--- src/rtl/usbep_pkg.sv ---
package usbep_pkg;

  typedef struct packed {
    logic [2:0]  req_type;
    logic [15:0] xfer_size;
    logic [3:0]  hw_chain_packets;
    logic [10:0] hw_last_len;
    logic [10:0] hw_ep0_rx_len;
    logic [4:0]  hw_rx_seq;
  } in_item_t;

  typedef struct packed {
    logic [2:0]  status;
    logic [1:0]  ep_state_out;
    logic [3:0]  chain_packets;
    logic [10:0] last_packet_len;
    logic [4:0]  seq_out;
    logic        bank_out;
    logic [15:0] done_size;
    logic        done_flag;
    logic [15:0] max_xfer;
  } out_item_t;

  typedef struct packed {
    logic load;
    logic exec;
    logic fin;
  } ctl_cmd_t;

  typedef struct packed {
    logic need_div;
    logic div_done;
  } dp_stat_t;

  typedef enum logic [2:0] {
    REQ_OPEN     = 3'd0,
    REQ_CLOSE    = 3'd1,
    REQ_XFER     = 3'd2,
    REQ_STALL    = 3'd3,
    REQ_CLEAR    = 3'd4,
    REQ_COMPLETE = 3'd5,
    REQ_SWITCH   = 3'd6,
    REQ_BAD      = 3'd7
  } req_t;

  typedef enum logic [2:0] {
    CFG_CTRL0   = 3'd0,
    CFG_DIR_IN  = 3'd1,
    CFG_KIND    = 3'd2,
    CFG_MAXPKT  = 3'd3,
    CFG_BURST   = 3'd4,
    CFG_BUFFER  = 3'd5,
    CFG_DOUBLE  = 3'd6,
    CFG_UNUSED  = 3'd7
  } cfg_idx_t;

  localparam logic [2:0] STAT_OK     = 3'd0;
  localparam logic [2:0] STAT_BUSY   = 3'd1;
  localparam logic [2:0] STAT_NOBUF  = 3'd2;
  localparam logic [2:0] STAT_ARG    = 3'd3;
  localparam logic [2:0] STAT_FAILED = 3'd4;

  localparam logic [1:0] EP_DISABLED = 2'd0;
  localparam logic [1:0] EP_IDLE     = 2'd1;
  localparam logic [1:0] EP_BUSY     = 2'd2;
  localparam logic [1:0] EP_STALLED  = 2'd3;

  localparam logic [1:0] KIND_CONTROL = 2'd0;
  localparam logic [1:0] KIND_BULK    = 2'd2;

  localparam logic [10:0] PKT_CONTROL = 11'd512;
  localparam logic [10:0] PKT_BULK    = 11'd1024;
  localparam logic [10:0] PKT_RESET   = 11'd64;

  localparam logic [7:0] BURST_LIMIT = 8'd16;
  localparam logic [7:0] CHAIN_LIMIT = 8'd15;

endpackage

--- src/rtl/usbep_div.sv ---
module usbep_div (
  input  logic        clk,
  input  logic        rst,
  input  logic        start,
  input  logic [15:0] dividend,
  input  logic [10:0] divisor,
  output logic        done,
  output logic [15:0] quotient,
  output logic [10:0] remainder
);

  logic        running;
  logic [3:0]  cnt;
  logic [11:0] rem_sh;
  logic [11:0] rem_diff;
  logic        ge;

  assign rem_sh   = {remainder, quotient[15]};
  assign ge       = rem_sh >= {1'b0, divisor};
  assign rem_diff = rem_sh - {1'b0, divisor};

  always_ff @(posedge clk) begin
    if (rst) begin
      running <= 1'b0;
      cnt     <= '0;
      done    <= 1'b0;
    end else begin
      done <= running && (cnt == 4'd15);
      if (start) begin
        running <= 1'b1;
        cnt     <= '0;
      end else if (running) begin
        cnt <= cnt + 4'd1;
        if (cnt == 4'd15) begin
          running <= 1'b0;
        end
      end
    end
  end

  always_ff @(posedge clk) begin
    if (start) begin
      quotient  <= dividend;
      remainder <= '0;
    end else if (running) begin
      quotient  <= {quotient[14:0], ge};
      remainder <= ge ? rem_diff[10:0] : rem_sh[10:0];
    end
  end

endmodule

--- src/rtl/usbep_ctrl.sv ---
module usbep_ctrl (
  input  logic                clk,
  input  logic                rst,
  input  logic                in_valid,
  output logic                in_ready,
  output logic                out_valid,
  input  logic                out_ready,
  output usbep_pkg::ctl_cmd_t cmd,
  input  usbep_pkg::dp_stat_t stat
);

  typedef enum logic [3:0] {
    S_IDLE = 4'b0001,
    S_EXEC = 4'b0010,
    S_DIV  = 4'b0100,
    S_FIN  = 4'b1000
  } state_t;

  state_t state;
  state_t state_next;
  logic   in_full;
  logic   out_free;

  assign in_ready = !in_full;
  assign out_free = !out_valid || out_ready;

  always_comb begin
    cmd.load   = in_valid && !in_full;
    cmd.exec   = (state == S_EXEC);
    cmd.fin    = (state == S_FIN);
    state_next = state;
    unique case (state)
      S_IDLE: begin
        if (in_full && out_free) state_next = S_EXEC;
      end
      S_EXEC: begin
        state_next = stat.need_div ? S_DIV : S_FIN;
      end
      S_DIV: begin
        if (stat.div_done) state_next = S_FIN;
      end
      S_FIN: begin
        state_next = S_IDLE;
      end
      default: state_next = S_IDLE;
    endcase
  end

  always_ff @(posedge clk) begin
    if (rst) begin
      state     <= S_IDLE;
      in_full   <= 1'b0;
      out_valid <= 1'b0;
    end else begin
      state <= state_next;
      if (cmd.load) begin
        in_full <= 1'b1;
      end else if (cmd.exec) begin
        in_full <= 1'b0;
      end
      if (cmd.fin) begin
        out_valid <= 1'b1;
      end else if (out_ready) begin
        out_valid <= 1'b0;
      end
    end
  end

endmodule

--- src/rtl/usbep_dp.sv ---
module usbep_dp (
  input  logic                 clk,
  input  logic                 rst,
  input  usbep_pkg::in_item_t  in_data,
  output usbep_pkg::out_item_t out_data,
  input  logic                 cfg_valid,
  input  logic [2:0]           cfg_index,
  input  logic [15:0]          cfg_data,
  input  usbep_pkg::ctl_cmd_t  cmd,
  output usbep_pkg::dp_stat_t  stat
);

  usbep_pkg::in_item_t in_q;

  // configuration
  logic        is_control_zero;
  logic        dir_in;
  logic [1:0]  ep_kind;
  logic [10:0] max_packet_cfg;
  logic [7:0]  max_burst;
  logic [15:0] buffer_bytes;
  logic        want_double;

  // endpoint state
  logic [1:0]  ep_state;
  logic [4:0]  seq_num;
  logic        active_bank;
  logic        use_double;
  logic [15:0] bank_bytes;
  logic [10:0] packet_bytes;
  logic [15:0] armed_size;

  // per-transaction results
  logic [2:0]  status_r;
  logic [15:0] dsize_r;
  logic        dflag_r;
  logic [3:0]  chain_r;
  logic [10:0] last_r;
  logic        use_div_r;

  // next values
  logic [1:0]  ep_state_next;
  logic [4:0]  seq_num_next;
  logic        active_bank_next;
  logic        use_double_next;
  logic [15:0] bank_bytes_next;
  logic [10:0] packet_bytes_next;
  logic [15:0] armed_size_next;
  logic [2:0]  status_next;
  logic [15:0] dsize_next;
  logic        dflag_next;
  logic [3:0]  chain_next;
  logic [10:0] last_next;
  logic        need_div;

  logic [7:0]  burst_clamp;
  logic [3:0]  chain_max;
  logic [14:0] window;
  logic [15:0] max_xfer_cur;
  logic [10:0] pkt_open;
  logic        dbl_open;
  logic [14:0] hw_prod;
  logic [15:0] hw_size;

  logic        div_done;
  logic [15:0] div_q;
  logic [10:0] div_r;
  logic [16:0] div_ceil;
  logic [3:0]  div_chain;
  logic [10:0] div_last;

  usbep_div u_div (
    .clk       (clk),
    .rst       (rst),
    .start     (cmd.exec && need_div),
    .dividend  (in_q.xfer_size),
    .divisor   (packet_bytes),
    .done      (div_done),
    .quotient  (div_q),
    .remainder (div_r)
  );

  assign stat.need_div = need_div;
  assign stat.div_done = div_done;

  always_comb begin
    burst_clamp = (max_burst == 8'd0) ? 8'd1 : max_burst;
    if (burst_clamp > usbep_pkg::BURST_LIMIT) burst_clamp = usbep_pkg::BURST_LIMIT;
    chain_max = (burst_clamp < usbep_pkg::CHAIN_LIMIT) ? burst_clamp[3:0]
                                                       : usbep_pkg::CHAIN_LIMIT[3:0];
    window = 15'(packet_bytes * chain_max);
    if (is_control_zero) begin
      max_xfer_cur = {5'd0, packet_bytes};
    end else begin
      max_xfer_cur = (bank_bytes < {1'b0, window}) ? bank_bytes : {1'b0, window};
    end
  end

  always_comb begin
    if (ep_kind == usbep_pkg::KIND_CONTROL) pkt_open = usbep_pkg::PKT_CONTROL;
    else if (ep_kind == usbep_pkg::KIND_BULK) pkt_open = usbep_pkg::PKT_BULK;
    else pkt_open = max_packet_cfg;
    dbl_open = !is_control_zero && want_double &&
               ({1'b0, buffer_bytes} >= {5'd0, pkt_open, 1'b0});
    hw_prod = 15'((in_q.hw_chain_packets - 4'd1) * packet_bytes);
    hw_size = 16'({1'b0, hw_prod} + {5'd0, in_q.hw_last_len});
  end

  always_comb begin
    ep_state_next     = ep_state;
    seq_num_next      = seq_num;
    active_bank_next  = active_bank;
    use_double_next   = use_double;
    bank_bytes_next   = bank_bytes;
    packet_bytes_next = packet_bytes;
    armed_size_next   = armed_size;
    status_next       = usbep_pkg::STAT_OK;
    dsize_next        = '0;
    dflag_next        = 1'b0;
    chain_next        = '0;
    last_next         = '0;
    need_div          = 1'b0;
    unique case (usbep_pkg::req_t'(in_q.req_type))
      usbep_pkg::REQ_OPEN: begin
        packet_bytes_next = pkt_open;
        use_double_next   = dbl_open;
        bank_bytes_next   = dbl_open ? {1'b0, buffer_bytes[15:1]} : buffer_bytes;
        active_bank_next  = 1'b0;
        seq_num_next      = '0;
        ep_state_next     = usbep_pkg::EP_IDLE;
      end
      usbep_pkg::REQ_CLOSE: begin
        active_bank_next = 1'b0;
        ep_state_next    = usbep_pkg::EP_DISABLED;
      end
      usbep_pkg::REQ_XFER: begin
        if (ep_state == usbep_pkg::EP_BUSY) begin
          status_next = usbep_pkg::STAT_BUSY;
        end else if (in_q.xfer_size > bank_bytes) begin
          status_next = usbep_pkg::STAT_NOBUF;
        end else if (in_q.xfer_size > max_xfer_cur) begin
          status_next = usbep_pkg::STAT_ARG;
        end else begin
          armed_size_next = in_q.xfer_size;
          ep_state_next   = usbep_pkg::EP_BUSY;
          if (!is_control_zero) begin
            if (dir_in && in_q.xfer_size == 16'd0) begin
              chain_next = '0;
            end else if (packet_bytes == 11'd0 || in_q.xfer_size == 16'd0) begin
              chain_next = 4'd1;
            end else begin
              need_div = 1'b1;
            end
          end
        end
      end
      usbep_pkg::REQ_STALL: begin
        if (ep_state != usbep_pkg::EP_IDLE &&
            !(is_control_zero && ep_state == usbep_pkg::EP_BUSY)) begin
          status_next = usbep_pkg::STAT_BUSY;
        end else begin
          ep_state_next = usbep_pkg::EP_STALLED;
        end
      end
      usbep_pkg::REQ_CLEAR: begin
        if (ep_state != usbep_pkg::EP_STALLED) begin
          status_next = usbep_pkg::STAT_FAILED;
        end else begin
          seq_num_next     = '0;
          active_bank_next = 1'b0;
          ep_state_next    = usbep_pkg::EP_IDLE;
        end
      end
      usbep_pkg::REQ_COMPLETE: begin
        if (dir_in) dsize_next = armed_size;
        else if (in_q.xfer_size != 16'd0) dsize_next = in_q.xfer_size;
        else if (is_control_zero) dsize_next = {5'd0, in_q.hw_ep0_rx_len};
        else if (in_q.hw_chain_packets <= 4'd1) dsize_next = {5'd0, in_q.hw_last_len};
        else dsize_next = hw_size;
        if (is_control_zero) seq_num_next = seq_num + 5'd1;
        else if (dir_in) active_bank_next = active_bank ^ use_double;
        else seq_num_next = in_q.hw_rx_seq;
        dflag_next    = 1'b1;
        ep_state_next = usbep_pkg::EP_IDLE;
      end
      usbep_pkg::REQ_SWITCH: begin
        if (use_double && !is_control_zero) active_bank_next = !active_bank;
      end
      usbep_pkg::REQ_BAD: begin
        status_next = usbep_pkg::STAT_ARG;
      end
      default: status_next = usbep_pkg::STAT_ARG;
    endcase
  end

  always_comb begin
    div_ceil  = {1'b0, div_q} + {16'd0, (div_r != 11'd0)};
    div_chain = (div_ceil > {13'd0, chain_max}) ? chain_max : div_ceil[3:0];
    div_last  = (div_r == 11'd0) ? packet_bytes : div_r;
  end

  always_ff @(posedge clk) begin
    if (rst) begin
      is_control_zero <= 1'b0;
      dir_in          <= 1'b0;
      ep_kind         <= usbep_pkg::KIND_CONTROL;
      max_packet_cfg  <= usbep_pkg::PKT_RESET;
      max_burst       <= 8'd1;
      buffer_bytes    <= '0;
      want_double     <= 1'b0;
    end else if (cfg_valid) begin
      unique case (usbep_pkg::cfg_idx_t'(cfg_index))
        usbep_pkg::CFG_CTRL0:  is_control_zero <= cfg_data[0];
        usbep_pkg::CFG_DIR_IN: dir_in          <= cfg_data[0];
        usbep_pkg::CFG_KIND:   ep_kind         <= cfg_data[1:0];
        usbep_pkg::CFG_MAXPKT: max_packet_cfg  <= cfg_data[10:0];
        usbep_pkg::CFG_BURST:  max_burst       <= cfg_data[7:0];
        usbep_pkg::CFG_BUFFER: buffer_bytes    <= cfg_data;
        usbep_pkg::CFG_DOUBLE: want_double     <= cfg_data[0];
        usbep_pkg::CFG_UNUSED: ;
        default: ;
      endcase
    end
  end

  always_ff @(posedge clk) begin
    if (rst) begin
      ep_state     <= usbep_pkg::EP_DISABLED;
      seq_num      <= '0;
      active_bank  <= 1'b0;
      use_double   <= 1'b0;
      bank_bytes   <= '0;
      packet_bytes <= '0;
      armed_size   <= '0;
    end else if (cmd.exec) begin
      ep_state     <= ep_state_next;
      seq_num      <= seq_num_next;
      active_bank  <= active_bank_next;
      use_double   <= use_double_next;
      bank_bytes   <= bank_bytes_next;
      packet_bytes <= packet_bytes_next;
      armed_size   <= armed_size_next;
    end
  end

  always_ff @(posedge clk) begin
    if (cmd.load) begin
      in_q <= in_data;
    end
    if (cmd.exec) begin
      status_r  <= status_next;
      dsize_r   <= dsize_next;
      dflag_r   <= dflag_next;
      chain_r   <= chain_next;
      last_r    <= last_next;
      use_div_r <= need_div;
    end
    if (cmd.fin) begin
      out_data.status          <= status_r;
      out_data.ep_state_out    <= ep_state;
      out_data.chain_packets   <= use_div_r ? div_chain : chain_r;
      out_data.last_packet_len <= use_div_r ? div_last : last_r;
      out_data.seq_out         <= seq_num;
      out_data.bank_out        <= active_bank;
      out_data.done_size       <= dsize_r;
      out_data.done_flag       <= dflag_r;
      out_data.max_xfer        <= max_xfer_cur;
    end
  end

endmodule

--- src/rtl/usb_ss_endpoint_transfer_control.sv ---
// Each input transaction is captured, then executed (EXEC), and its result is
// registered and made valid (FIN); a transfer that arms a packet chain also runs
// a bit-serial ceil-divide by the packet size (DIV, one quotient bit per cycle).
// Throughput: one request in flight; the next is buffered while a result waits.
// Reset (rst, synchronous): endpoint disabled, sequence, bank and sizes zero,
// registers at defaults (max packet 64, burst 1).
module usb_ss_endpoint_transfer_control (
  input  logic                 clk,
  input  logic                 rst,
  input  logic                 in_valid,
  output logic                 in_ready,
  input  usbep_pkg::in_item_t  in_data,
  output logic                 out_valid,
  input  logic                 out_ready,
  output usbep_pkg::out_item_t out_data,
  input  logic                 cfg_valid,
  output logic                 cfg_ready,
  input  logic [2:0]           cfg_index,
  input  logic [15:0]          cfg_data
);

  usbep_pkg::ctl_cmd_t cmd;
  usbep_pkg::dp_stat_t stat;

  assign cfg_ready = 1'b1;

  usbep_ctrl u_ctrl (
    .clk       (clk),
    .rst       (rst),
    .in_valid  (in_valid),
    .in_ready  (in_ready),
    .out_valid (out_valid),
    .out_ready (out_ready),
    .cmd       (cmd),
    .stat      (stat)
  );

  usbep_dp u_dp (
    .clk       (clk),
    .rst       (rst),
    .in_data   (in_data),
    .out_data  (out_data),
    .cfg_valid (cfg_valid && cfg_ready),
    .cfg_index (cfg_index),
    .cfg_data  (cfg_data),
    .cmd       (cmd),
    .stat      (stat)
  );

endmodule
--- config.mk ---
export PLATFORM = sky130hd
export DESIGN_NAME = usb_ss_endpoint_transfer_control
export DESIGN_NICKNAME = d
export VERILOG_FILES = /design/src/rtl/usbep_pkg.sv /design/src/rtl/usbep_div.sv /design/src/rtl/usbep_ctrl.sv /design/src/rtl/usbep_dp.sv /design/src/rtl/usb_ss_endpoint_transfer_control.sv
export SDC_FILE = /design/constraint.sdc
export NUM_CORES = 1
export LEC_CHECK = 0
export ABC_CLOCK_PERIOD_IN_PS = 17000
export BUFFER_PORTS_ARGS = -buffer_cell sky130_fd_sc_hd__buf_2
export CORE_MARGIN = 1.5
export CORE_UTILIZATION = 66
export DETAILED_ROUTE_END_ITERATION = 10
export PLACE_DENSITY = 0.87
export SYNTH_ARGS = -nofsm -noshare
export SYNTH_HDL_FRONTEND = slang
export SYNTH_HIERARCHICAL = 1
export SYNTH_SLANG_ARGS = --single-unit
export TNS_END_PERCENT = 5
--- constraint.sdc ---
create_clock -name clk -period 17 [get_ports clk]
set_clock_uncertainty 0.05 [all_clocks]
set_input_delay 0.85 -clock clk [delete_from_list [all_inputs] [get_ports clk]]
set_output_delay 0.85 -clock clk [all_outputs]
set_load 0.05 [all_outputs]
==> qor.yml, run 1 <==
cts:
  post_cts_resized: 0
  post-cts-setup-buffers: 0
  clkTransAtPathRegs_ps: 60
  cts.path.max_buffers: 3
  cts-hold-fix-buffers: 0
  cts_sinks: 262
  clkLatencyLatePin_ps: 550
  h-tree-depth: 1
  cts_tree: "done"
  numCtsBuffers: 28
  clockRootBuffer: "clkbuf_16"
setup_path:
  critPathKind: "flip-flop to flip-flop"
  cp-start-kind: "flip-flop"
  critical_path_required_ps: 17160
  r2r_end: "u_dp/u_div/quotient[12]$_DFFE_PP_"
  crit_arrival_ps: 10070
  end_kind: "flip-flop"
  worstReg2RegStart: "u_dp/max_burst[7]$_SDFFE_PP0P_"
  r2r_cells: 28
  cpMaxStageDelayCell: "a21oi_2"
  worst-r2r-setup-slack_ps: 7090
  cp_slowest_stage_delay_ps: 760
  crit_fanout: 35
place:
  place_inst: 2104
  portBuffers: 134
  hpwl_um: 29900
  gp_congestion: 0.911
routing:
  drt-vias-per-instance: 6.25
  drt_iter0_markers: 1383
  wirelength_um: 42200
  route.detailed.drc: 0
  wire_per_inst_um: 19.6
  vias: 13500
  firstDrtPassIters: 5
  final_antenna_net_count: 0
timing:
  fmax_mhz: 101
  tightestPinTransition_ps: 1130
  grt_setup_unrepaired: "no"
  finalHoldViolCount: 0
  setup_viol: 0
  report.final.slew_viol_count: 0
  fin_tns_setup_ps: 0
  period_share_pct: 58.3
  slew_headroom_pct: 24.9
  min_period_ps: 9910
cells_and_area:
  final_cell_count_no_fill: 2156
  antennaDiodeCount: 0
  area_growth_pct: 10.9
  nets: 2063
  drive_gt1_share_pct: 13.6
  fill_cells: 1748
yosys:
  synth_top_flop_cell: "edfxtp_1"
  synth_seq_cells: 262
  yosysWarningCount: 6
  synth_cells: 1713
  synth-edff-count: 147
  syn-num-nets: 1972
  synth_largest_area_cell: "edfxtp_1"
  syn_area_um2: 16800
  ys_seq_area_share_pct: 40.1
  yosys-top-cells-area: "edfxtp_1, dfxtp_1, ha_1"
  synthArstFlopShare_pct: 0
  syn_area_per_cell_um2: 9.79
  yosysTopAreaCellShare_pct: 26.3
  yosysUniqueCellTypes: 79
global_routing:
  antenna_found_initial: 1
  grt_pass1_vias: 13100
  track_usage_pct: 32.0
  grt_max_degree: 104
  grt_overflow: 0
  grt_pass1_wl_um: 66400
die:
  pin_count: 136
  initial_utilization_pct: 67.0
  fp.dieW_um: 162
  die_h_um: 162
  rows: 58
  core_area_um2: 25000
  die_area_um2: 26400
hold_path:
  holdPathEnd: "u_dp/out_data[58]$_DFFE_PP_"
  worst_hold_path_type: "flip-flop to flip-flop"
  whs_path_depth: 0
  hold_path.startpoint: "u_dp/status_r[2]$_DFFE_PP_"
power_and_ir_drop:
  ir_drop_uv: 84.8
  p_clk_share_pct: 44.8
  p_leak_nw: 7.48
  p_sw_w: 0.000318
  intPower_w: 0.00110
  p_comb_share_pct: 6.3
  p_per_area_nw_per_um2: 76.2
  switching_share_pct: 22.5
  pwr-share-seq_pct: 48.9
run_status:
  outcome: "finished, final reports clean"
run:
  max_cap_viol_count: 0
==> stage by stage <==
step | instance area, µm² | setup slack, ps | util [%] | hold slack [ps] | total power (W)
4_1_cts | 18600 | 7240 | 74.2 | 370 | 0.00142
3_3_place_gp | 17600 | 7490 | 70.3 | 354 | 0.000787
3_5_place_dp | 17600 | 7280 | 70.3 | 355 | 0.000791
2_1_floorplan | 16800 | 8390 | - | 350 | 0.000759
6_report | 18600 | 7090 | 74.2 | 368 | 0.00142
5_1_grt | 18600 | 6520 | 74.2 | 373 | 0.00146
==> cell type report <==
type | count | area (µm²) | share of cell area, %
clock buffers | 43 | 875 | 4.71
clock inverters | 9 | 104 | 0.559
inverters | 118 | 443 | 2.38
multi-input cells | 1252 | 9300 | 50.0
flip-flops and latches | 262 | 6720 | 36.1
well taps | 330 | 413 | 2.22
repair buffers | 142 | 733 | 3.95
==> flip-flops by register name, summed over array words and instances (netlist names), 2 cells and up <==
signal                flops
u_dp/seq_num              5
u_dp/in_q                50
u_dp/packet_bytes        11
u_dp/dsize_r             16
u_dp/max_burst            8
u_dp/u_div/cnt            4
u_dp/status_r             3
u_dp/out_data            59
u_dp/buffer_bytes        16
u_ctrl/state              4
u_dp/bank_bytes          16
u_dp/armed_size          16
u_dp/u_div/quotient      16
u_dp/u_div/remainder     11
u_dp/ep_kind              2
u_dp/ep_state             2
u_dp/max_packet_cfg      11
==> placed cells by master, fill, tap and decap left out, drive strengths merged, types with 21 or more instances in the layout <==
cell / n
xor2: 21
inv: 118
a21o: 22
mux2i: 56
xnor2: 27
fa: 48
nor2: 88
clkbuf: 43
ha: 137
nand2: 183
nor2b: 74
nand2b: 49
a211oi: 37
dfxtp: 115
o21a: 24
a21oi: 121
mux2: 31
nor3: 31
o21ai: 77
nand3: 35
buf: 142
edfxtp: 147
==> synthesized netlist by cell type, types with 5 or more instances <==
library cell and number:
nand2_1 183, edfxtp_1 147, ha_1 137, a21oi_1 120, inv_1 116, dfxtp_1 115, nor2_1 88, nor2b_1 74
o21ai_0 67, clkbuf_1 66, mux2i_1 56, nand2b_1 49, fa_1 48, a211oi_1 36, nand3_1 34, nor3_1 31
xnor2_1 27, mux2_2 25, o21a_1 24, a21o_1 22, xor2_1 21, nor4_1 15, nand4_1 13, or2_2 13
and2_1 10, o31ai_1 10, o22ai_1 9, a31oi_1 8, o211ai_1 8, o21ai_1 8, a221oi_1 7, o21bai_1 7
or3_1 7, and3_1 6, buf_1 6, mux2_4 6, a22oi_1 5, nor3b_1 5
==> worst max path at each step <==
stage	startpoint	endpoint	cells past startpoint
global route	u_dp/max_burst[7]$_SDFFE_PP0P_	u_dp/u_div/quotient[12]$_DFFE_PP_	27
detailed placement	u_dp/max_burst[7]$_SDFFE_PP0P_	u_dp/u_div/quotient[12]$_DFFE_PP_	27
finish	u_dp/max_burst[7]$_SDFFE_PP0P_	u_dp/u_div/quotient[12]$_DFFE_PP_	28
floorplan	u_dp/max_burst[7]$_SDFFE_PP0P_	u_dp/u_div/quotient[0]$_DFFE_PP_	30
global placement	u_dp/max_burst[7]$_SDFFE_PP0P_	u_dp/u_div/quotient[12]$_DFFE_PP_	27
CTS	u_dp/max_burst[7]$_SDFFE_PP0P_	u_dp/u_div/quotient[7]$_DFFE_PP_	27
==> power by group through the flow <==
stage	registers [W]	logic (W)	clock network, W
finish	0.000692	0.0000886	0.000635
global route	0.000693	0.0000976	0.000666
CTS	0.000692	0.0000870	0.000641
detailed placement	0.000705	0.0000861	0
global placement	0.000705	0.0000826	0
floorplan	0.000699	0.0000603	0
==> per-layer routing <==
layer	global-route usage, %	vias up	part of all wire [%]
met5	0	-	0
met4	15.1	0	4.7
met3	3.62	118	6.4
met2	56.0	569	50
met1	39.5	6499	39
li1	-	6285	-
==> cells by family (layout without fill, tap and decap cells) <==
kind of cell | count (synthesis) | after routing | share of synthesized area (%)
adders and majority gates | 185 | 185 | 16.0
xor gates and xnor gates | 48 | 48 | 2.51
and+or+nand+nor | 554 | 554 | 16.8
muxes | 87 | 87 | 5.56
buffers and inverters | 199 | 312 | 4.66
AOI/OAI and AO/OA | 375 | 375 | 14.4
other | 3 | 3 | 0.0672
DFF | 262 | 262 | 40.1
==> worst max-delay path, delay by kind of cell (launching register included) <==
kind | cells | cell delay [ps]
xor gates and xnor gates | 1 | 280
and+or+nand+nor | 9 | 3180
muxes | 1 | 430
buffers and inverters | 3 | 510
AOI/OAI and AO/OA | 9 | 2830
DFF | 1 | 310
adders and majority gates | 5 | 1940
Power figures use the tool's default switching activity.
==> run 2: changes to the inputs <==
--- a/config.mk
+++ b/config.mk
@@ -5,12 +5,12 @@
 export SDC_FILE = /design/constraint.sdc
 export NUM_CORES = 1
 export LEC_CHECK = 0
-export ABC_CLOCK_PERIOD_IN_PS = 17000
+export ABC_CLOCK_PERIOD_IN_PS = 9750
 export BUFFER_PORTS_ARGS = -buffer_cell sky130_fd_sc_hd__buf_2
 export CORE_MARGIN = 1.5
-export CORE_UTILIZATION = 66
+export CORE_UTILIZATION = 61
 export DETAILED_ROUTE_END_ITERATION = 10
-export PLACE_DENSITY = 0.87
+export PLACE_DENSITY = 0.81
 export SYNTH_ARGS = -nofsm -noshare
 export SYNTH_HDL_FRONTEND = slang
 export SYNTH_HIERARCHICAL = 1
==> constraint.sdc (replaced) <==
create_clock -name clk -period 9.75 [get_ports clk]
set_clock_uncertainty 0.05 [all_clocks]
set_input_delay 0.4875 -clock clk [delete_from_list [all_inputs] [get_ports clk]]
set_output_delay 0.4875 -clock clk [all_outputs]
set_load 0.05 [all_outputs]
==> run 2 against run 1 <==
Routed wire length decreased by 1.4%. Die area grew 8.0%. Via count is 1.9% lower. Final area rose by 0.15%. Clock power is 65% higher. Register-to-register slack worse by 6500 ps. Critical path depth unchanged. Worst hold slack got worse by 310 ps. Sequential power up 75%. Global-route usage decreased by 3.0 points. Maximum frequency grew 8.2%. Combinational power grew 74%. Critical path type unchanged. Critical endpoint is now u_dp/u_div/quotient[11]$_DFFE_PP_. Largest cell class unchanged.
==> qor.yml, run 2 (same netlist as run 1, synthesis figures left out) <==
setup_path:
  cp-start-kind: "flip-flop"
  critical_path_required_ps: 9890
  critPathKind: "flip-flop to flip-flop"
  end_kind: "flip-flop"
  cpMaxStageDelayCell: "or4_4"
  crit_fanout: 25
  cp_slowest_stage_delay_ps: 630
  crit_top_cell: "ha_1"
  crit_arrival_ps: 9300
  r2r_cells: 28
routing:
  wire_per_inst_um: 19.2
  firstDrtPassIters: 6
  final_antenna_net_count: 0
  drt-vias-per-instance: 6.07
  drt_iter0_markers: 1046
  route.detailed.drc: 0
  vias: 13200
  wirelength_um: 41700
global_routing:
  grt_pass1_vias: 12900
  track_usage_pct: 29.0
  grt_overflow: 0
  grt_max_degree: 106
  antenna_found_initial: 0
  grt_pass1_wl_um: 65500
cells_and_area:
  fill_cells: 2096
  antennaDiodeCount: 0
  final_cell_count_no_fill: 2175
  drive_gt1_share_pct: 13.9
  largest_reg_flops: 59
  area_growth_pct: 11.0
  nets: 2071
  top_register: "u_dp/out_data"
  layout_commonest_cell: "nand2_1"
  final_cell_mix: "nand2_1, edfxtp_1, ha_1, buf_2, a21oi_1"
  top_regs: "u_dp/out_data: 59 flops, u_dp/in_q: 50 flops"
hold_path:
  worst_hold_path_type: "primary input to flip-flop"
  whs_path_depth: 1
timing:
  fin_tns_setup_ps: 0
  period_share_pct: 93.9
  finalHoldViolCount: 0
  setup_viol: 0
  min_period_ps: 9160
  fmax_mhz: 109
  hold_ws_ps: 58.3
  slew_headroom_pct: 25.4
  tightestPinTransition_ps: 1120
  grt_setup_unrepaired: "no"
  report.final.slew_viol_count: 0
cts:
  h-tree-depth: 1
  cts.path.max_buffers: 3
  cts-hold-fix-buffers: 0
  numCtsBuffers: 28
  clkTransAtPathRegs_ps: 60
  clkLatencyLatePin_ps: 550
  clockRootBuffer: "clkbuf_16"
  cts_sinks: 262
  cts_tree: "done"
power_and_ir_drop:
  p_per_area_nw_per_um2: 130
  intPower_w: 0.00186
  p_comb_share_pct: 6.4
  p_leak_nw: 7.48
  switching_share_pct: 22.9
  p_clk_share_pct: 43.6
  ir_drop_uv: 164
  pwr-share-seq_pct: 50.1
  p_sw_w: 0.000551
die:
  fp.dieW_um: 169
  rows: 60
  die_area_um2: 28500
  core_area_um2: 27000
  pin_count: 136
  initial_utilization_pct: 62.2
  die_h_um: 169
place:
  gp_congestion: 0.915
  hpwl_um: 30500
  portBuffers: 134
  place_inst: 2123
run_status:
  outcome: "finished, final reports clean"
run:
  max_cap_viol_count: 0
run 2: cell types whose count changed in the layout (fill, tap and decap cells not counted), moves of 2 or more:
| cell | change |
|---|---|
| nor2_1 | -3 |
| clkinv_4 | +2 |
| buf_4 | +8 |
| clkinv_1 | +6 |
| clkinvlp_4 | +2 |
| clkbuf_4 | -3 |
| clkbuf_16 | -3 |
| nor2_2 | +3 |
| clkinv_2 | -2 |
run 2: path summary, 6_finish.rpt:
kind                                            end                            from  slack, ps
setup / recovery  u_dp/u_div/quotient[11]$_DFFE_PP_  u_dp/max_burst[7]$_SDFFE_PP0P_        590
setup reg to reg  u_dp/u_div/quotient[11]$_DFFE_PP_  u_dp/max_burst[7]$_SDFFE_PP0P_        590
hold / removal              u_dp/in_q[34]$_DFFE_PP_                     in_data[34]         60
hold reg to reg         u_dp/out_data[58]$_DFFE_PP_      u_dp/status_r[2]$_DFFE_PP_        360
run 2: metal layers:
metal	track usage, %	vias to the layer above	wire length [µm]
met5	0	-	0
met4	10.7	0	1530
met3	3.13	97	2390
met2	52.1	438	20900
met1	36.1	6381	16900
li1	-	6297	-
run 2: power by group through the flow:
stage | registers (W) | clock network [W] | logic [W]
3_5_place_dp | 0.00123 | 0 | 0.000151
2_1_floorplan | 0.00122 | 0 | 0.000105
3_3_place_gp | 0.00123 | 0 | 0.000145
5_1_grt | 0.00121 | 0.00110 | 0.000170
4_1_cts | 0.00121 | 0.00106 | 0.000152
6_report | 0.00121 | 0.00105 | 0.000154
run 2: stage by stage:
stage / worst slack, ps / power [W] / util (%) / instance area, µm²
6_report: 590 / 0.00241 / 69.1 / 18600
5_1_grt: 41.2 / 0.00248 / 69.1 / 18600
4_1_cts: 367 / 0.00242 / 69.0 / 18600
3_5_place_dp: 450 / 0.00138 / 65.6 / 17700
3_3_place_gp: 765 / 0.00137 / 65.6 / 17700
2_1_floorplan: 1140 / 0.00132 / - / 16800
run 2: what timing repair did:
item / 4_1_cts / 5_1_grt
buffers inserted: 0 / 0
setup endpoints to repair: 0 / 44
gates resized for setup: 0 / 4
run 2: area by class of cell:
class | instances | area, µm² | share of cell area, %
multi-input combinational | 1252 | 9310 | 50.0
timing repair buffer | 150 | 793 | 4.26
inverter | 118 | 443 | 2.38
clock buffer | 37 | 786 | 4.22
sequential | 262 | 6720 | 36.1
clock inverter | 15 | 134 | 0.719
tap | 341 | 427 | 2.29
run 2: worst max-delay path, delay by kind of cell (launching register included):
kind                     cells  cell delay [ps]
buffers and inverters        4              720
AND/OR/NAND/NOR              9             2990
AO/OA/AOI/OAI                8             2030
XOR/XNOR                     1              270
flip-flops                   1              310
multiplexers                 1              380
adder cells (fa/ha/maj)      5             2040
